**src/hw/rtl/box_downsample_rgba_macros.svh**
```systemverilog
// ---------------------------------------------------------------------------
// box_downsample_rgba_macros
// assertion shorthands shared by the downsampler rtl, clocked on clk with rst
// ---------------------------------------------------------------------------
`ifndef BOX_DOWNSAMPLE_RGBA_MACROS_SVH
`define BOX_DOWNSAMPLE_RGBA_MACROS_SVH

// same-cycle implication
`define BDSR_CHECK(lbl, cond, prop, msg) \
  lbl: assert property (@(posedge clk) disable iff (rst) (cond) |-> (prop)) \
    else $error(msg);

// next-cycle implication
`define BDSR_CHECK_NEXT(lbl, cond, prop, msg) \
  lbl: assert property (@(posedge clk) disable iff (rst) (cond) |=> (prop)) \
    else $error(msg);

`endif

```
**src/hw/rtl/bdsr_pkg.sv**
```systemverilog
// ---------------------------------------------------------------------------
// bdsr_pkg
// shared constants, types and the block-area reciprocal table
// ---------------------------------------------------------------------------
package bdsr_pkg;

  localparam int MAX_WIDTH   = 4096;
  localparam int ADDR_W      = $clog2(MAX_WIDTH);
  localparam int MAX_SHRINK  = 16;
  localparam int SHRINK_W    = 5;
  localparam int DIM_W       = 13;
  localparam int POS_W       = 12;
  localparam int BLK_W       = 4;
  localparam int MAX_DIM     = 4096;
  localparam int PIX_W       = 8;
  localparam int SUM_W       = 16;
  localparam int RECIP_W     = 25;
  localparam int RECIP_SHIFT = 24;
  localparam int PROD_W      = SUM_W + RECIP_W;
  localparam int Q_DEPTH     = 4;
  localparam int Q_PTR_W     = $clog2(Q_DEPTH);
  localparam int Q_CNT_W     = Q_PTR_W + 1;
  localparam int IDX_W       = 2;

  localparam logic [IDX_W-1:0] REG_SHRINK = 2'd0;
  localparam logic [IDX_W-1:0] REG_WIDTH  = 2'd1;
  localparam logic [IDX_W-1:0] REG_HEIGHT = 2'd2;

  typedef struct packed {
    logic [ADDR_W-1:0] addr;
    logic              first;
    logic              emit;
    logic              eor;
    logic              eof;
    logic [PIX_W-1:0]  red;
    logic [PIX_W-1:0]  green;
    logic [PIX_W-1:0]  blue;
    logic [PIX_W-1:0]  alpha;
  } entry_t;

  typedef struct packed {
    logic [SUM_W-1:0] red;
    logic [SUM_W-1:0] green;
    logic [SUM_W-1:0] blue;
    logic [SUM_W-1:0] alpha;
  } sums_t;

  // ceil(2^24 / (s*s)), exact floor division for sums below 2^16
  function automatic logic [RECIP_W-1:0] recip(input logic [SHRINK_W-1:0] s);
    logic [RECIP_W-1:0] m;
    unique case (s)
      5'd2:    m = 25'd4194304;
      5'd3:    m = 25'd1864136;
      5'd4:    m = 25'd1048576;
      5'd5:    m = 25'd671089;
      5'd6:    m = 25'd466034;
      5'd7:    m = 25'd342393;
      5'd8:    m = 25'd262144;
      5'd9:    m = 25'd207127;
      5'd10:   m = 25'd167773;
      5'd11:   m = 25'd138655;
      5'd12:   m = 25'd116509;
      5'd13:   m = 25'd99274;
      5'd14:   m = 25'd85599;
      5'd15:   m = 25'd74566;
      5'd16:   m = 25'd65536;
      default: m = 25'd16777216;
    endcase
    return m;
  endfunction

endpackage

```
**src/hw/rtl/bdsr_queue.sv**
```systemverilog
// ---------------------------------------------------------------------------
// bdsr_queue
// short fifo of classified pixel operations between front and back
// ---------------------------------------------------------------------------
`include "box_downsample_rgba_macros.svh"

module bdsr_queue (
  input  logic              clk,
  input  logic              rst,
  input  logic              push,
  input  bdsr_pkg::entry_t  push_entry,
  output logic              full,
  input  logic              pop,
  output logic              head_valid,
  output bdsr_pkg::entry_t  head
);

  bdsr_pkg::entry_t                    slots [bdsr_pkg::Q_DEPTH];
  logic [bdsr_pkg::Q_PTR_W-1:0]        wr_ptr;
  logic [bdsr_pkg::Q_PTR_W-1:0]        rd_ptr;
  logic [bdsr_pkg::Q_CNT_W-1:0]        count;

  assign full       = (count == bdsr_pkg::Q_CNT_W'(bdsr_pkg::Q_DEPTH));
  assign head_valid = (count != '0);
  assign head       = slots[rd_ptr];

  always_ff @(posedge clk) begin
    if (push) begin
      slots[wr_ptr] <= push_entry;
    end
  end

  always_ff @(posedge clk) begin
    if (rst) begin
      wr_ptr <= '0;
      rd_ptr <= '0;
      count  <= '0;
    end else begin
      if (push) begin
        wr_ptr <= wr_ptr + 1'b1;
      end
      if (pop) begin
        rd_ptr <= rd_ptr + 1'b1;
      end
      if (push && !pop) begin
        count <= count + 1'b1;
      end else if (pop && !push) begin
        count <= count - 1'b1;
      end
    end
  end

  `BDSR_CHECK(a_count_bound, 1'b1, count <= bdsr_pkg::Q_CNT_W'(bdsr_pkg::Q_DEPTH), "queue count over depth")
  `BDSR_CHECK_NEXT(a_push_lands, push && !pop, count != '0, "pushed entry missing")

endmodule

```
**config.mk**
```make
export PLATFORM = sky130hd
export DESIGN_NAME = bdsr_queue
export DESIGN_NICKNAME = d
export VERILOG_FILES = /design/src/hw/rtl/bdsr_pkg.sv /design/src/hw/rtl/bdsr_queue.sv
export VERILOG_INCLUDE_DIRS = /design/src /design/src/hw/rtl
export SDC_FILE = /design/constraint.sdc
export NUM_CORES = 1
export LEC_CHECK = 0
export BUFFER_PORTS_ARGS = -buffer_cell sky130_fd_sc_hd__buf_2
export CORE_MARGIN = 3
export CORE_UTILIZATION = 44
export DETAILED_ROUTE_END_ITERATION = 8
export HOLD_SLACK_MARGIN = 0.12
export SLEW_MARGIN = 20
export SYNTH_ARGS = -nofsm -noshare
export SYNTH_HDL_FRONTEND = slang
export SYNTH_SLANG_ARGS = --single-unit
```
**constraint.sdc**
```tcl
create_clock -name clk -period 3.5 [get_ports clk]
set_input_delay 0.35 -clock clk [delete_from_list [all_inputs] [get_ports clk]]
set_output_delay 0.35 -clock clk [all_outputs]
set_load 0.1 [all_outputs]
```
==> results.json <==
{
  "yosys_warnings": 0,
  "endpoint_kind": "output pin",
  "cts_resized": 0,
  "place_congestion": 0.7216,
  "die_h_um": 135.2,
  "max_freq_mhz": 373.0,
  "postLayoutCoreUtil_pct": 57.64,
  "synthCells": 294,
  "max-slew-margin-rel_pct": 54.01,
  "vias": 3510,
  "skew_ns": 0.01267,
  "status": "finished, final reports clean",
  "drt_iter0_drc": 190,
  "synth_fp_nets": 352,
  "hold_viol_final": 0,
  "met2_length_mm": 6.703,
  "grt_usage_pct": 14.73,
  "setup_tns_ns": 0,
  "port_buffers": 101,
  "synth.distinct_cells": 20,
  "synth.largest_area_cell": "edfxtp_1",
  "synth.area.top_cells": "edfxtp_1 78%, mux4_2 15%, dfxtp_1 2.5%",
  "detail_route.wl_per_cell_um": 18.94,
  "fin_nets": 522,
  "met1_length_mm": 5.555,
  "ctsRootBufferMaster": "clkbuf_16",
  "p_leak_uw": 0.003200,
  "tightest_slew_ns": 0.6899,
  "ys_seq_area_share_pct": 80.91,
  "ys_ff_latch": 201,
  "drtAntennaViolNets": 0,
  "r2r_cells": 4,
  "ir_drop_mv": 0.3679,
  "critPathRequiredTime_ns": 3.15,
  "drv_slew": 0,
  "post-cts-setup-buffers": 0,
  "clock_path_buffers": 3,
  "wl_met3_um": 680,
  "route.top_layer_used": "met4",
  "drive_gt1_share_pct": 39.75,
  "synthToLayoutAreaGrowth_pct": 26.41,
  "syn_area_mm2": 0.007348,
  "finalCriticalPeriod_ns": 2.681,
  "setup_viol": 0,
  "viasPerCell": 5.058,
  "die_area_mm2": 0.01829,
  "min_path_type": "primary input to register",
  "hold_slack_ns": 0.1508,
  "clk_latency_ns": 0.48,
  "start_util_pct": 45.60,
  "antenna_found_initial": 0,
  "cts_tree": "built",
  "hpwl_mm": 8.141,
  "cts.htree.levels": 1,
  "grt_pass1_wl_mm": 20.82,
  "criticalPathCategory": "register to output pin",
  "cts_buffers": 20,
  "first_pass_iters": 4,
  "pin_count": 102,
  "clk_pin_slew_ns": 0.06,
  "syn_area_per_cell_um2": 24.99,
  "holdPathStages": 2,
  "grt_pass1_vias": 3837,
  "path_max_fanout": 26,
  "startpoint_type": "register",
  "worstPathArrival_ns": 2.33,
  "rsz0062_at_grt": "no",
  "timing.max_cap.violations": 0,
  "core-area_mm2": 0.01612,
  "wl_mm": 13.15,
  "period_share_pct": 76.59,
  "diodes": 0,
  "rows": 46,
  "powerDensity_mw_per_mm2": 649.9,
  "grt-ovfl-total": 0,
  "dieWidth_um": 135.2,
  "drc": 0,
  "cts_sinks": 201,
  "grt_max_degree": 33,
  "synth_top_area_share_pct": 78.46
}
-- synthesized netlist by cell type --
cell,count
a21oi_1,1
and2_1,4
buf_2,3
buf_4,2
buf_6,3
clkbuf_1,3
dfxtp_1,9
edfxtp_1,192
fa_1,1
ha_1,5
inv_1,4
mux2i_1,2
mux4_2,48
nand2_1,1
nor2_1,7
nor3b_1,1
o21ai_0,1
or3_1,2
xnor2_1,2
xor2_1,3
-- cells in the final DEF (no fill, tap or decap), drive strengths merged --
cell type    count
edfxtp         192
buf            111
mux4            48
dlygate4sd3     48
clkbuf          28
dfxtp            9
nor2             7
clkinv           6
ha               5
inv              4
and2             4
xor2             3
or3              2
xnor2            2
mux2i            2
bufinv           2
nor3b            1
nand2            1
o21ai            1
a21oi            1
fa               1
-- registers in the layout, summed over array words and instances (netlist names), named ones only --
| register | count |
|---|---|
| wr_ptr | 2 |
| count | 3 |
| rd_ptr | 2 |
| slots | 192 |
-- stage by stage --
step                      power [uW]  cell area [um^2]  setup slack [ns]  std cells
after floorplan                 3790              7348            0.6029        294
after global placement          3991              8172             1.254        610
after detailed placement        4005              8172             1.240        610
after CTS                       6113              9289            0.7233        694
after global routing            6248              9289            0.6587        694
final                           6037              9289            0.8193        694
-- cell families after synthesis --
logic type / after synthesis / synth area share [%]
xor+xnor: 5 / 0.5961
buf+inv: 15 / 1.226
simple gates: 15 / 1.022
compound gates: 2 / 0.1361
fa+ha+maj: 6 / 1.124
flops: 201 / 80.91
mux: 50 / 14.98
-- layout make-up --
cell class	instances	area [um^2]
Multi-Input combinational cell	78	1318
Fill cell	1222	6827
Inverter	4	15.01
Timing Repair Buffer	159	1099
Sequential cell	201	5951
Clock inverter	8	85.08
Clock buffer	28	551.8
Tap cell	216	270.3
-- worst paths after layout --
check                                   end  startpoint  slack, ns
worst min register to register     count[2]    count[2]       0.52
worst max-delay path               head[34]    register       0.82
worst min-delay path               register         rst       0.15
worst max register to register  slots[2][7]   wr_ptr[0]       1.58
-- report_power, final --
part           leakage [uW]  internal, uW  switching (uW)
clock              0.000309          1250             814
combinational       0.00105           277             883
sequential          0.00184          2760            56.6
-- routing by layer --
metal  global-route usage, %  vias to the layer above
li1                        -                     1582
met1                   19.56                     1815
met2                   25.25                       96
met3                   3.083                       17
met4                   3.527                        0
met5                       0                        -
-- timing repair --
action,4_1_cts,5_1_grt
setup endpoints to repair,0,0
endpoints found under the hold margin,192,0
hold buffers,48,0
-- critical path: stages, from the launching register on --
cell	delay, ns
dfxtp_4	0.71
buf_12	0.27
mux4_2	0.54
buf_2	0.31
No activity file was read; power rests on OpenSTA's default activity.
