### src/hw/rtl/box_downsample_rgba_macros.svh
// ---------------------------------------------------------------------------
// box_downsample_rgba_macros
// assertion shorthands shared by the downsampler rtl, clocked on clk with rst
// ---------------------------------------------------------------------------
`ifndef BOX_DOWNSAMPLE_RGBA_MACROS_SVH
`define BOX_DOWNSAMPLE_RGBA_MACROS_SVH

// same-cycle implication
`define BDSR_CHECK(lbl, cond, prop, msg) \
  lbl: assert property (@(posedge clk) disable iff (rst) (cond) |-> (prop)) \
    else $error(msg);

// next-cycle implication
`define BDSR_CHECK_NEXT(lbl, cond, prop, msg) \
  lbl: assert property (@(posedge clk) disable iff (rst) (cond) |=> (prop)) \
    else $error(msg);

`endif

### src/hw/rtl/bdsr_pkg.sv
// ---------------------------------------------------------------------------
// bdsr_pkg
// shared constants, types and the block-area reciprocal table
// ---------------------------------------------------------------------------
package bdsr_pkg;

  localparam int MAX_WIDTH   = 4096;
  localparam int ADDR_W      = $clog2(MAX_WIDTH);
  localparam int MAX_SHRINK  = 16;
  localparam int SHRINK_W    = 5;
  localparam int DIM_W       = 13;
  localparam int POS_W       = 12;
  localparam int BLK_W       = 4;
  localparam int MAX_DIM     = 4096;
  localparam int PIX_W       = 8;
  localparam int SUM_W       = 16;
  localparam int RECIP_W     = 25;
  localparam int RECIP_SHIFT = 24;
  localparam int PROD_W      = SUM_W + RECIP_W;
  localparam int Q_DEPTH     = 4;
  localparam int Q_PTR_W     = $clog2(Q_DEPTH);
  localparam int Q_CNT_W     = Q_PTR_W + 1;
  localparam int IDX_W       = 2;

  localparam logic [IDX_W-1:0] REG_SHRINK = 2'd0;
  localparam logic [IDX_W-1:0] REG_WIDTH  = 2'd1;
  localparam logic [IDX_W-1:0] REG_HEIGHT = 2'd2;

  typedef struct packed {
    logic [ADDR_W-1:0] addr;
    logic              first;
    logic              emit;
    logic              eor;
    logic              eof;
    logic [PIX_W-1:0]  red;
    logic [PIX_W-1:0]  green;
    logic [PIX_W-1:0]  blue;
    logic [PIX_W-1:0]  alpha;
  } entry_t;

  typedef struct packed {
    logic [SUM_W-1:0] red;
    logic [SUM_W-1:0] green;
    logic [SUM_W-1:0] blue;
    logic [SUM_W-1:0] alpha;
  } sums_t;

  // ceil(2^24 / (s*s)), exact floor division for sums below 2^16
  function automatic logic [RECIP_W-1:0] recip(input logic [SHRINK_W-1:0] s);
    logic [RECIP_W-1:0] m;
    unique case (s)
      5'd2:    m = 25'd4194304;
      5'd3:    m = 25'd1864136;
      5'd4:    m = 25'd1048576;
      5'd5:    m = 25'd671089;
      5'd6:    m = 25'd466034;
      5'd7:    m = 25'd342393;
      5'd8:    m = 25'd262144;
      5'd9:    m = 25'd207127;
      5'd10:   m = 25'd167773;
      5'd11:   m = 25'd138655;
      5'd12:   m = 25'd116509;
      5'd13:   m = 25'd99274;
      5'd14:   m = 25'd85599;
      5'd15:   m = 25'd74566;
      5'd16:   m = 25'd65536;
      default: m = 25'd16777216;
    endcase
    return m;
  endfunction

endpackage

### src/hw/rtl/bdsr_front.sv
// ---------------------------------------------------------------------------
// bdsr_front
// config registers, raster position tracking and pixel classification
// ---------------------------------------------------------------------------
`include "box_downsample_rgba_macros.svh"

module bdsr_front (
  input  logic                            clk,
  input  logic                            rst,
  input  logic                            cfg_we,
  input  logic [bdsr_pkg::IDX_W-1:0]      cfg_index,
  input  logic [bdsr_pkg::DIM_W-1:0]      cfg_data,
  input  logic                            in_valid,
  output logic                            in_ready,
  input  logic [bdsr_pkg::PIX_W-1:0]      in_red,
  input  logic [bdsr_pkg::PIX_W-1:0]      in_green,
  input  logic [bdsr_pkg::PIX_W-1:0]      in_blue,
  input  logic [bdsr_pkg::PIX_W-1:0]      in_alpha,
  input  logic                            q_full,
  output logic                            push,
  output bdsr_pkg::entry_t                push_entry,
  output logic [bdsr_pkg::SHRINK_W-1:0]   shrink
);

  logic [bdsr_pkg::DIM_W-1:0]  width;
  logic [bdsr_pkg::DIM_W-1:0]  height;
  logic [bdsr_pkg::POS_W-1:0]  src_col;
  logic [bdsr_pkg::POS_W-1:0]  src_row;
  logic [bdsr_pkg::BLK_W-1:0]  col_in_blk;
  logic [bdsr_pkg::BLK_W-1:0]  row_in_blk;
  logic [bdsr_pkg::POS_W-1:0]  blk_col;
  logic [bdsr_pkg::POS_W-1:0]  blk_row;
  logic [bdsr_pkg::ADDR_W-1:0] out_col;

  logic                        accept;
  logic                        cfg_hit;
  logic [bdsr_pkg::DIM_W:0]    col_end;
  logic [bdsr_pkg::DIM_W:0]    col_end2;
  logic [bdsr_pkg::DIM_W:0]    row_end;
  logic [bdsr_pkg::DIM_W:0]    row_end2;
  logic                        col_ok;
  logic                        row_ok;
  logic                        cib_wrap;
  logic                        rib_wrap;
  logic                        col_wrap;
  logic                        row_wrap;
  logic [bdsr_pkg::SHRINK_W-1:0] shrink_in;
  logic [bdsr_pkg::DIM_W-1:0]  dim_in;

  assign in_ready = !q_full;
  assign accept   = in_valid && in_ready;
  assign cfg_hit  = cfg_we && (cfg_index == bdsr_pkg::REG_SHRINK ||
                               cfg_index == bdsr_pkg::REG_WIDTH  ||
                               cfg_index == bdsr_pkg::REG_HEIGHT);

  // clamp incoming register values
  always_comb begin
    priority if (cfg_data[bdsr_pkg::SHRINK_W-1:0] == '0) begin
      shrink_in = bdsr_pkg::SHRINK_W'(1);
    end else if (cfg_data[bdsr_pkg::SHRINK_W-1:0] >
                 bdsr_pkg::SHRINK_W'(bdsr_pkg::MAX_SHRINK)) begin
      shrink_in = bdsr_pkg::SHRINK_W'(bdsr_pkg::MAX_SHRINK);
    end else begin
      shrink_in = cfg_data[bdsr_pkg::SHRINK_W-1:0];
    end
    priority if (cfg_data == '0) begin
      dim_in = bdsr_pkg::DIM_W'(1);
    end else if (cfg_data > bdsr_pkg::DIM_W'(bdsr_pkg::MAX_DIM)) begin
      dim_in = bdsr_pkg::DIM_W'(bdsr_pkg::MAX_DIM);
    end else begin
      dim_in = cfg_data;
    end
  end

  // block fits inside the frame, and whether it is the last one across or down
  assign col_end  = (bdsr_pkg::DIM_W+1)'(blk_col) + (bdsr_pkg::DIM_W+1)'(shrink);
  assign col_end2 = col_end + (bdsr_pkg::DIM_W+1)'(shrink);
  assign row_end  = (bdsr_pkg::DIM_W+1)'(blk_row) + (bdsr_pkg::DIM_W+1)'(shrink);
  assign row_end2 = row_end + (bdsr_pkg::DIM_W+1)'(shrink);
  assign col_ok   = col_end <= {1'b0, width};
  assign row_ok   = row_end <= {1'b0, height};

  assign cib_wrap = (bdsr_pkg::SHRINK_W'(col_in_blk) + 1'b1) >= shrink;
  assign rib_wrap = (bdsr_pkg::SHRINK_W'(row_in_blk) + 1'b1) >= shrink;
  assign col_wrap = (bdsr_pkg::DIM_W'(src_col) + 1'b1) >= width;
  assign row_wrap = (bdsr_pkg::DIM_W'(src_row) + 1'b1) >= height;

  assign push = accept && col_ok && row_ok;

  always_comb begin
    push_entry.addr  = out_col;
    push_entry.first = (col_in_blk == '0) && (row_in_blk == '0);
    push_entry.emit  = cib_wrap && rib_wrap;
    push_entry.eor   = col_end2 > {1'b0, width};
    push_entry.eof   = (col_end2 > {1'b0, width}) && (row_end2 > {1'b0, height});
    push_entry.red   = in_red;
    push_entry.green = in_green;
    push_entry.blue  = in_blue;
    push_entry.alpha = in_alpha;
  end

  always_ff @(posedge clk) begin
    if (rst) begin
      shrink     <= bdsr_pkg::SHRINK_W'(1);
      width      <= bdsr_pkg::DIM_W'(640);
      height     <= bdsr_pkg::DIM_W'(480);
      src_col    <= '0;
      src_row    <= '0;
      col_in_blk <= '0;
      row_in_blk <= '0;
      blk_col    <= '0;
      blk_row    <= '0;
      out_col    <= '0;
    end else if (cfg_hit) begin
      unique case (cfg_index)
        bdsr_pkg::REG_SHRINK: shrink <= shrink_in;
        bdsr_pkg::REG_WIDTH:  width  <= dim_in;
        default:              height <= dim_in;
      endcase
      src_col    <= '0;
      src_row    <= '0;
      col_in_blk <= '0;
      row_in_blk <= '0;
      blk_col    <= '0;
      blk_row    <= '0;
      out_col    <= '0;
    end else if (accept) begin
      if (col_wrap) begin
        src_col    <= '0;
        col_in_blk <= '0;
        blk_col    <= '0;
        out_col    <= '0;
        if (row_wrap) begin
          src_row    <= '0;
          row_in_blk <= '0;
          blk_row    <= '0;
        end else begin
          src_row <= src_row + 1'b1;
          if (rib_wrap) begin
            row_in_blk <= '0;
            blk_row    <= blk_row + bdsr_pkg::POS_W'(shrink);
          end else begin
            row_in_blk <= row_in_blk + 1'b1;
          end
        end
      end else begin
        src_col <= src_col + 1'b1;
        if (cib_wrap) begin
          col_in_blk <= '0;
          blk_col    <= blk_col + bdsr_pkg::POS_W'(shrink);
          out_col    <= out_col + 1'b1;
        end else begin
          col_in_blk <= col_in_blk + 1'b1;
        end
      end
    end
  end

  `BDSR_CHECK(a_cib_in_block, 1'b1, bdsr_pkg::SHRINK_W'(col_in_blk) < shrink, "column offset past block")
  `BDSR_CHECK_NEXT(a_frame_wrap, accept && col_wrap && row_wrap, src_col == '0 && src_row == '0 && row_in_blk == '0, "frame did not restart")

endmodule

### config.mk
export PLATFORM = sky130hd
export DESIGN_NAME = bdsr_front
export DESIGN_NICKNAME = d
export VERILOG_FILES = /design/src/hw/rtl/bdsr_pkg.sv /design/src/hw/rtl/bdsr_front.sv
export VERILOG_INCLUDE_DIRS = /design/src /design/src/hw/rtl
export SDC_FILE = /design/constraint.sdc
export NUM_CORES = 1
export LEC_CHECK = 0
export BUFFER_PORTS_ARGS = -buffer_cell sky130_fd_sc_hd__buf_2
export CAP_MARGIN = 20
export CORE_ASPECT_RATIO = 0.8
export CORE_UTILIZATION = 45
export DETAILED_ROUTE_END_ITERATION = 7
export PLACE_DENSITY = 0.66
export SETUP_SLACK_MARGIN = 0.3
export SLEW_MARGIN = 5
export SYNTH_ARGS = -nofsm -noshare
export SYNTH_HDL_FRONTEND = slang
export SYNTH_SLANG_ARGS = --single-unit
### constraint.sdc
create_clock -name clk -period 5.7 [get_ports clk]
set_input_delay 1.14 -clock clk [delete_from_list [all_inputs] [get_ports clk]]
set_output_delay 1.14 -clock clk [all_outputs]
set_load 0.005 [all_outputs]
==> results of run 1 <==
## synth_stat cells, types with 13 or more instances
| cell | instances |
|---|---|
| nor3b_1 | 19 |
| nand3_1 | 41 |
| dfxtp_1 | 99 |
| ha_1 | 115 |
| a22o_1 | 13 |
| buf_4 | 32 |
| nand2_1 | 58 |
| clkbuf_1 | 24 |
| a21oi_1 | 100 |
| nor2b_1 | 13 |
| nor2_1 | 75 |
| a21o_1 | 22 |
| xnor2_1 | 28 |
| nand3b_1 | 18 |
| and3_1 | 26 |
| o21ai_0 | 42 |
| xor2_1 | 41 |
| inv_1 | 60 |
## through the flow
step / setup slack [ns] / hold WS [ns] / cell area, µm²
global route: 0.2337 / 0.4882 / 8685
finish: 0.4073 / 0.4559 / 8685
detailed placement: 0.5957 / 0.4480 / 8168
global placement: 0.6365 / 0.4447 / 8168
CTS: 0.3057 / 0.4579 / 8497
floorplan: 0.9420 / 0.4354 / 7943
## registers in the layout (all words and copies together) (netlist names)
signal	flops
blk_col	12
shrink	5
height	13
col_in_blk	4
out_col	12
src_row	12
src_col	12
blk_row	12
width	13
row_in_blk	4
## worst max-delay path: cells and delay by family, from the launching register on
| kind | cells | cell delay [ns] |
|---|---|---|
| flip-flops | 1 | 0.36 |
| XOR/XNOR | 1 | 0.15 |
| adder cells (fa/ha/maj) | 3 | 0.84 |
| AND/OR/NAND/NOR | 3 | 0.92 |
| AO/OA/AOI/OAI | 9 | 1.34 |
| buffers and inverters | 2 | 0.18 |
## routing by layer
layer  vias up  track usage  part of all wire
li1       3471            -                 -
met1      3281       0.3483              0.51
met2       172       0.3329              0.42
met3        17      0.04000             0.059
met4         0      0.05366            0.0098
met5         -            0                 0
## area by class of cell
type	count	area, µm²	share of cell area
multi-input combinational	751	5527	0.6364
timing repair buffer	62	366.6	0.04221
inverter	60	225.2	0.02593
clock inverter	2	35.03	0.004034
clock buffer	13	260.3	0.02997
sequential	99	1989	0.2291
tap	225	281.5	0.03242
## report_power, final
group | switching [mW] | total (mW) | internal, mW
Combinational | 0.116 | 0.185 | 0.0685
Sequential | 0.00751 | 0.707 | 0.699
Clock | 0.278 | 0.640 | 0.362
## timing repair
| action | in CTS | in global routing |
|---|---|---|
| buffers inserted | 1 | 7 |
| pin swaps | 1 | 20 |
| resized for setup | 7 | 34 |
| setup endpoints to repair | 2 | 3 |
| hold buffers | 0 | 0 |
| cloned | 0 | 0 |
## path summary, 6_finish.rpt
path / start / end / slack [ns]
worst max-delay path: shrink[1]$_SDFFE_PP0P_ / push_entry[32] / 0.41
worst min-delay path: width[12]$_SDFFE_PP0P_ / width[12]$_SDFFE_PP0P_ / 0.46
worst max register to register: src_col[2]$_SDFFE_PP0P_ / blk_row[10]$_SDFFE_PP0P_ / 0.79
worst min register to register: width[12]$_SDFFE_PP0P_ / width[12]$_SDFFE_PP0P_ / 0.46
## kinds of logic after synthesis
group / Yosys count / synth area share
and+or+nand+nor: 317 / 0.2136
AOI/OAI and AO/OA: 244 / 0.1938
buffers and inverters: 122 / 0.07325
adders and majority gates: 119 / 0.1912
DFF: 99 / 0.2495
xor gates and xnor gates: 69 / 0.07609
muxes: 2 / 0.002521
## cells in the final DEF (no fill, tap or decap), types with 25 or more instances in the layout
cell	count
ha_1	113
a21oi_1	92
xor2_1	37
nand3_1	40
nor2_1	74
and3_1	25
xnor2_1	26
inv_1	58
nand2_1	58
dfxtp_1	95
buf_2	41
o21ai_0	41
==> run_results.csv, run 1 <==
group,metric,value,unit
run_status,status,"completed",
clock_network,cts_tree,"yes",
detailed_routing,route.detailed.drc,0,
floorplan,num_io_pins,107,
timing,rsz0062_at_grt,"no",
power_and_ir_drop,power.leakage,3.915,nW
timing,worstMarginPinSlew,1.029,ns
floorplan,die-area,0.01819,mm²
timing,tns,0,ns
detailed_routing,ant_nets,0,
logic_synthesis,async_flop_share,0,
timing,finalCriticalPeriod,5.293,ns
final_layout,final_util,0.5013,
detailed_routing,drt-pass1-iter-count,5,
floorplan,dieWidth,150.5,µm
global_routing,grt_start_max_net_pins,34,
logic_synthesis,ys_types,65,
floorplan,die_h,120.8,µm
logic_synthesis,synth-edff-count,0,
placement,port_buffers,42,
detailed_routing,finalWirelength,20500,µm
setup_path,crit_path_max_fanout,6,
placement,place_inst,1189,
logic_synthesis,synth_warnings,0,
setup_path,cp_cell_sequence,"ha_1 -> a21o_1 -> a211oi_1 -> a21oi_2 -> ha_1 -> inv_1 -> o21bai_1 -> and2_1 -> o21ai_2 -> or4_4 -> xnor2_2 -> ha_1 -> a21o_1 -> a21oi_1 -> o21ai_1 -> o31a_1 -> and3_4 -> buf_6",
logic_synthesis,yosys_most_used_dff,"dfxtp_1",
final_layout,drive_gt1_frac,0.1277,
timing,setup_viol,0,
logic_synthesis,yosysTopAreaCell,"dfxtp_1",
power_and_ir_drop,ir_drop,0.0001633,V
clock_network,cts_buffers,9,
power_and_ir_drop,power.total,1.532,mW
setup_path,endpoint_kind,"output port",
setup_path,critPathMaxStageDelay,0.58,ns
placement,dp_hpwl,15290,µm
clock_network,htreeDepth,3,
setup_path,crit_slowest_cell,"or4_4",
clock_network,root_buffer,"clkbuf_16",
timing,hold_viol_final,0,
timing,fmax,188.9,MHz
detailed_routing,drt_iter0_drc,482,
clock_network,clkTransAtPathRegs,0.07,ns
setup_path,arrival,4.15,ns
timing,slew_headroom,0.3143,
global_routing,antenna_found_initial,0,
floorplan,core-area,0.01732,mm²
final_layout,nFillCells,1686,
hold_path,min_path_type,"register to register",
setup_path,cp.required,4.56,ns
global_routing,grt_usage,0.2303,
final_layout,fin_nets,1154,
logic_synthesis,synthesis.nets,1143,
placement,place_congestion,0.8726,
clock_network,clk_latency,0.36,ns
setup_path,crit_top_cell,"ha_1",
clock_network,ctsLongestPathBuffers,2,
logic_synthesis,syn_area,0.007943,mm²
floorplan,rows,43,
timing,fin_crit_sh,0.9286,
final_layout,synthToLayoutAreaGrowth,9.342,%
setup_path,worstSetupPathType,"register to output port",
detailed_routing,vias,6941,
global_routing,grt_pass1_vias,6322,
global_routing,grt_pass1_wl,32860,µm
flow_run,max-cap-violations,0,
logic_synthesis,synth_seq_cells,99,
timing,slew_viol_final,0,
hold_path,hold_depth,2,
detailed_routing,via_per_inst,5.727,
detailed_routing,routedWlPerCell,16.91,µm
setup_path,cp-start-kind,"register",
logic_synthesis,synth_cells,972,
power_and_ir_drop,power.density,176.4,mW/mm²
final_layout,stdcell_count,1212,
global_routing,gr-total-overflow,0,
logic_synthesis,synth-seq-area-share,0.2495,
logic_synthesis,synth_area_leaders,"dfxtp_1 25%, ha_1 18%, a21oi_1 6.3%",
timing,finClkSkew,0.005631,ns
logic_synthesis,netlist.area_leader.share,0.2495,
logic_synthesis,synth.avg_cell_area,8.171,µm²
floorplan,start_util,0.4585,
final_layout,antennaDiodeCount,0,
clock_network,clock_sinks,99,
setup_path,r2r_cells,13,
No activity file was read; power rests on OpenSTA's default activity.
==> inputs of run 2 (changes only) <==
- BUFFER_PORTS_ARGS: -buffer_cell sky130_fd_sc_hd__buf_2 -> not set
- DONT_BUFFER_PORTS: not set -> 1
- PLACE_DENSITY: 0.66 -> 0.61
==> run_results.csv, run 2 (synthesis gave the netlist of run 1 again) <==
group,metric,value,unit
run_status,status,"completed",
clock_network,clk_latency,0.37,ns
setup_path,r2r-end,"blk_col[0]$_SDFFE_PP0P_",
power_and_ir_drop,power.switching,0.4111,mW
detailed_routing,ant_nets,0,
detailed_routing,via_per_inst,5.739,
final_layout,stdcell_count,1169,
power_and_ir_drop,pwr-share-seq,0.465,
global_routing,grt_usage,0.2294,
timing,finalCriticalPeriod,5.261,ns
power_and_ir_drop,power_frac_comb,0.106,
clock_network,cts_tree,"yes",
setup_path,cp_cell_sequence,"ha_2 -> fa_2 -> inv_1 -> fa_2 -> inv_1 -> a21oi_1 -> o21bai_1 -> and2_1 -> o21ai_2 -> or4_4 -> xnor2_1 -> ha_1 -> nand3_1 -> o21ai_1 -> o31a_1 -> and3_4",
setup_path,critPathMaxStageDelay,0.59,ns
timing,fin_crit_sh,0.9229,
timing,setup_viol,0,
clock_network,cts_buffers,9,
detailed_routing,route.detailed.drc,0,
clock_network,clock_sinks,99,
floorplan,start_util,0.4585,
global_routing,grt_pass1_vias,6124,
floorplan,rows,43,
placement,place_inst,1150,
final_layout,drive_gt1_frac,0.07733,
flow_run,max-cap-violations,0,
floorplan,dieWidth,150.5,µm
placement,place_congestion,0.9356,
detailed_routing,vias,6709,
detailed_routing,routedWlPerCell,17.25,µm
final_layout,final_util,0.4864,
final_layout,antennaDiodeCount,0,
timing,slew_headroom,0.4236,
detailed_routing,drt_iter0_drc,433,
floorplan,die-area,0.01819,mm²
setup_path,cp.required,4.56,ns
hold_path,hold_depth,2,
timing,hold_viol_final,0,
global_routing,grt_start_max_net_pins,34,
placement,port_buffers,0,
power_and_ir_drop,power.total,1.517,mW
timing,tns,0,ns
final_layout,mostFrequentLayoutCell,"ha_1",
placement,dpl_cell_area,0.007983,mm²
clock_network,cts_hold_buf,0,
setup_path,worstReg2RegStart,"src_col[2]$_SDFFE_PP0P_",
final_layout,mostFrequentLayoutCells,"114 x ha_1, 99 x dfxtp_1, 94 x a21oi_1",
timing,slew_viol_final,0,
power_and_ir_drop,p_sw_frac,0.2711,
setup_path,r2r_cells,15,
setup_path,path_buf_inv,2,
setup_path,r2r_slack,1.20,ns
clock_network,root_buffer,"clkbuf_16",
power_and_ir_drop,power.density,180.0,mW/mm²
timing,worstMarginPinSlew,0.8620,ns
setup_path,arrival,4.12,ns
hold_path,min_path_type,"register to register",
setup_path,crit_path_max_fanout,4,
floorplan,core-area,0.01732,mm²
hold_path,hold_path.startpoint,"width[12]$_SDFFE_PP0P_",
timing,finClkSkew,0.01223,ns
setup_path,crit_slowest_cell,"fa_2",
placement,dp_hpwl,15170,µm
global_routing,grt_pass1_wl,32490,µm
clock_network,htreeDepth,3,
floorplan,num_io_pins,107,
power_and_ir_drop,ir_drop,0.0001277,V
setup_path,cp-start-kind,"register",
power_and_ir_drop,p_clk_frac,0.429,
final_layout,largest_registers,"height: 13 flops, width: 13 flops",
final_layout,synthToLayoutAreaGrowth,6.096,%
global_routing,antenna_found_initial,0,
detailed_routing,drt-pass1-iter-count,5,
setup_path,endpoint_kind,"output port",
hold_path,holdPathEnd,"width[12]$_SDFFE_PP0P_",
detailed_routing,finalWirelength,20170,µm
power_and_ir_drop,p_int,1.106,mW
clock_network,ctsLongestPathBuffers,2,
final_layout,fin_nets,1110,
timing,rsz0062_at_grt,"yes",
final_layout,final_area,0.008427,mm²
clock_network,clkTransAtPathRegs,0.07,ns
setup_path,worstSetupPathType,"register to output port",
global_routing,gr-total-overflow,0,
power_and_ir_drop,power.leakage,3.706,nW
setup_path,critPathTopFamily,"adder cells",
floorplan,die_h,120.8,µm
timing,fmax,190.1,MHz
[run 2: cell types whose count changed in the layout (fill, tap and decap cells not counted), sizes merged]
cell    change
clkinv      +1
clkbuf      -3
inv         +3
buf        -44
[run 2: metal layers]
metal / GRT usage / up-vias / part of all wire
met5: 0 / - / 0
met4: 0.04167 / 0 / 0.0090
met3: 0.07321 / 18 / 0.078
met2: 0.3234 / 172 / 0.41
met1: 0.3374 / 3148 / 0.50
li1: - / 3371 / -
[run 2: power groups by stage]
stage	clock network (mW)	registers, mW	logic [mW]
finish	0.650	0.705	0.161
CTS	0.663	0.705	0.159
floorplan	0	0.721	0.135
global route	0.691	0.706	0.183
detailed placement	0	0.721	0.156
global placement	0	0.721	0.157
[run 2: layout make-up]
type / count / area (µm²)
clock inverters: 6 / 71.32
fillers: 1707 / 8897
multi-input cells: 751 / 5503
flip-flops and latches: 99 / 1982
clock buffers: 10 / 229.0
repair buffers: 18 / 135.1
well taps: 225 / 281.5
inverters: 60 / 225.2
[run 2: what timing repair did]
item,in CTS,in global routing
setup endpoints to repair,1,3
pin swaps,3,4
resized for setup,7,19
endpoints found under the hold margin,0,0
setup buffers,2,1
[run 2: tightest hold or removal path, cell delays in order, from the launching register on]
cell and delay (ns):
dfxtp_1 0.31, nand2_1 0.05, a21oi_1 0.05
[run 2: how the worst max path moves through the flow]
stage | startpoint | cells past startpoint | endpoint | slack [ns]
floorplan | shrink[0]$_SDFFE_PP1P_ | 16 | push_entry[32] | 0.94
global placement | shrink[0]$_SDFFE_PP1P_ | 16 | push_entry[32] | 0.71
detailed placement | blk_col[0]$_SDFFE_PP0P_ | 16 | push_entry[32] | 0.69
CTS | blk_col[0]$_SDFFE_PP0P_ | 16 | push_entry[32] | 0.33
global route | blk_col[0]$_SDFFE_PP0P_ | 16 | push_entry[32] | 0.17
finish | blk_col[0]$_SDFFE_PP0P_ | 16 | push_entry[32] | 0.44
[run 2: per-stage QoR]
stage	worst slack (ns)	hold WS (ns)
after floorplan	0.9420	0.4354
after global placement	0.7102	0.4374
after detailed placement	0.6893	0.4406
after CTS	0.3349	0.4512
after global routing	0.1654	0.4941
final	0.4394	0.4520
==> inputs of run 3 (changes only) <==
- PLACE_DENSITY: 0.61 -> 0.63
- SKIP_LAST_GASP: not set -> 1
==> run_results.csv, run 3 (synthesis gave the netlist of run 1 again) <==
group,metric,value,unit
detailed_routing,vias,6784,
clock_network,root_buffer,"clkbuf_16",
global_routing,grt_pass1_wl,32230,µm
clock_network,clock_sinks,99,
timing,fmax,187.9,MHz
placement,place_congestion,0.8805,
setup_path,crit_path_max_fanout,4,
timing,slew_headroom,0.2957,
timing,tns,0,ns
placement,dp_hpwl,15190,µm
setup_path,endpoint_kind,"output port",
detailed_routing,via_per_inst,5.798,
placement,dpl_cell_area,0.007975,mm²
power_and_ir_drop,power.density,178.2,mW/mm²
floorplan,core-area,0.01732,mm²
timing,fin_hold_ws,0.4522,ns
detailed_routing,routedWlPerCell,17.33,µm
timing,slew_viol_final,0,
global_routing,gr-total-overflow,0,
timing,hold_viol_final,0,
clock_network,htreeDepth,3,
timing,finClkSkew,0.006269,ns
clock_network,cts_tree,"yes",
timing,rsz0062_at_grt,"yes",
timing,fin_crit_sh,0.9339,
setup_path,cp.required,4.56,ns
global_routing,antenna_found_initial,0,
final_layout,mostFrequentLayoutCell,"ha_1",
final_layout,nFillCells,1703,
floorplan,num_io_pins,107,
timing,setup_viol,0,
detailed_routing,drt-pass1-iter-count,7,
global_routing,grt_pass1_vias,6101,
clock_network,clk_latency,0.35,ns
final_layout,synthToLayoutAreaGrowth,6.837,%
power_and_ir_drop,ir_drop,0.0001453,V
clock_network,cts_buffers,9,
floorplan,die-area,0.01819,mm²
floorplan,rows,43,
setup_path,worstSetupPathType,"register to output port",
power_and_ir_drop,power.total,1.512,mW
global_routing,grt_usage,0.2281,
timing,worstMarginPinSlew,1.052,ns
flow_run,max-cap-violations,0,
final_layout,fin_nets,1111,
timing,finalCriticalPeriod,5.323,ns
run_status,status,"completed",
hold_path,hold_path.startpoint,"width[12]$_SDFFE_PP0P_",
setup_path,arrival,4.18,ns
floorplan,die_h,120.8,µm
final_layout,antennaDiodeCount,0,
final_layout,largest_registers,"height: 13 flops, width: 13 flops",
detailed_routing,ant_nets,0,
detailed_routing,route.detailed.drc,0,
placement,port_buffers,0,
clock_network,cts_hold_buf,0,
detailed_routing,finalWirelength,20280,µm
final_layout,mostFrequentLayoutCells,"114 x ha_1, 96 x dfxtp_1, 93 x a21oi_1",
detailed_routing,drt_iter0_drc,508,
setup_path,worstReg2RegStart,"src_row[0]$_SDFFE_PP0P_",
hold_path,min_path_type,"register to register",
global_routing,grt_start_max_net_pins,34,
final_layout,drive_gt1_frac,0.08889,
clock_network,clkTransAtPathRegs,0.07,ns
final_layout,final_area,0.008486,mm²
floorplan,dieWidth,150.5,µm
final_layout,final_util,0.4898,
setup_path,cp-start-kind,"register",
clock_network,ctsLongestPathBuffers,2,
floorplan,start_util,0.4585,
setup_path,worstSetupStartpoint,"blk_col[0]$_SDFFE_PP0P_",
power_and_ir_drop,power.leakage,3.761,nW
run 3: where the power goes:
part	switching, mW	leakage (nW)	total (mW)	internal, mW
sequential	0.00705	0.800	0.706	0.699
combinational	0.104	2.81	0.164	0.0601
clock	0.277	0.153	0.642	0.364
total	0.388	3.76	1.51	1.12
run 3: routing by layer:
| metal | share of wire | routed length [µm] | track usage | vias to the layer above |
|---|---|---|---|---|
| met1 | 0.51 | 10310 | 0.3464 | 3161 |
| met2 | 0.40 | 8203 | 0.3220 | 221 |
| met5 | 0 | 0 | 0 | - |
| met3 | 0.073 | 1487 | 0.04566 | 22 |
| li1 | - | - | - | 3380 |
| met4 | 0.014 | 278 | 0.05619 | 0 |
run 3: worst paths after layout:
check	endpoint	slack (ns)	cells after the start
setup / recovery	push_entry[32]	0.38	16
setup reg to reg	blk_row[10]$_SDFFE_PP0P_	1.20	13
hold reg to reg	width[12]$_SDFFE_PP0P_	0.45	2
hold / removal	width[12]$_SDFFE_PP0P_	0.45	2
run 3: metrics by stage:
| step | setup WS, ns | cells |
|---|---|---|
| finish | 0.3769 | 1170 |
| global route | 0.2273 | 1170 |
| CTS | 0.3048 | 1165 |
| detailed placement | 0.6671 | 1149 |
| global placement | 0.7170 | 1149 |
| floorplan | 0.9420 | 972 |
run 3: area by class of cell:
type                    instances  area (µm²)  area share
clock buffers                  12       256.5     0.03023
flip-flops and latches         99        1986      0.2340
multi-input cells             751        5545      0.6535
inverters                      60       225.2     0.02654
repair buffers                 19       142.6     0.01681
clock inverters                 4       48.80    0.005751
well taps                     225       281.5     0.03318
run 3: worst max-delay path, stage by stage, from the launching register on:
cell and delay, ns:
dfxtp_2 0.34, ha_4 0.17, fa_2 0.61, inv_2 0.05
fa_2 0.35, inv_2 0.06, a21oi_2 0.04, o21bai_1 0.19
and2_1 0.17, o21ai_2 0.09, or4_4 0.59, xnor2_2 0.16
ha_1 0.31, nand3_2 0.07, o21ai_1 0.14, o31a_1 0.26
and3_4 0.23
run 3: timing repair:
action | CTS | global route
resized for setup | 5 | 34
pin swaps | 0 | 21
gates cloned | 0 | 0
setup endpoints to repair | 2 | 3
buffers inserted | 0 | 5
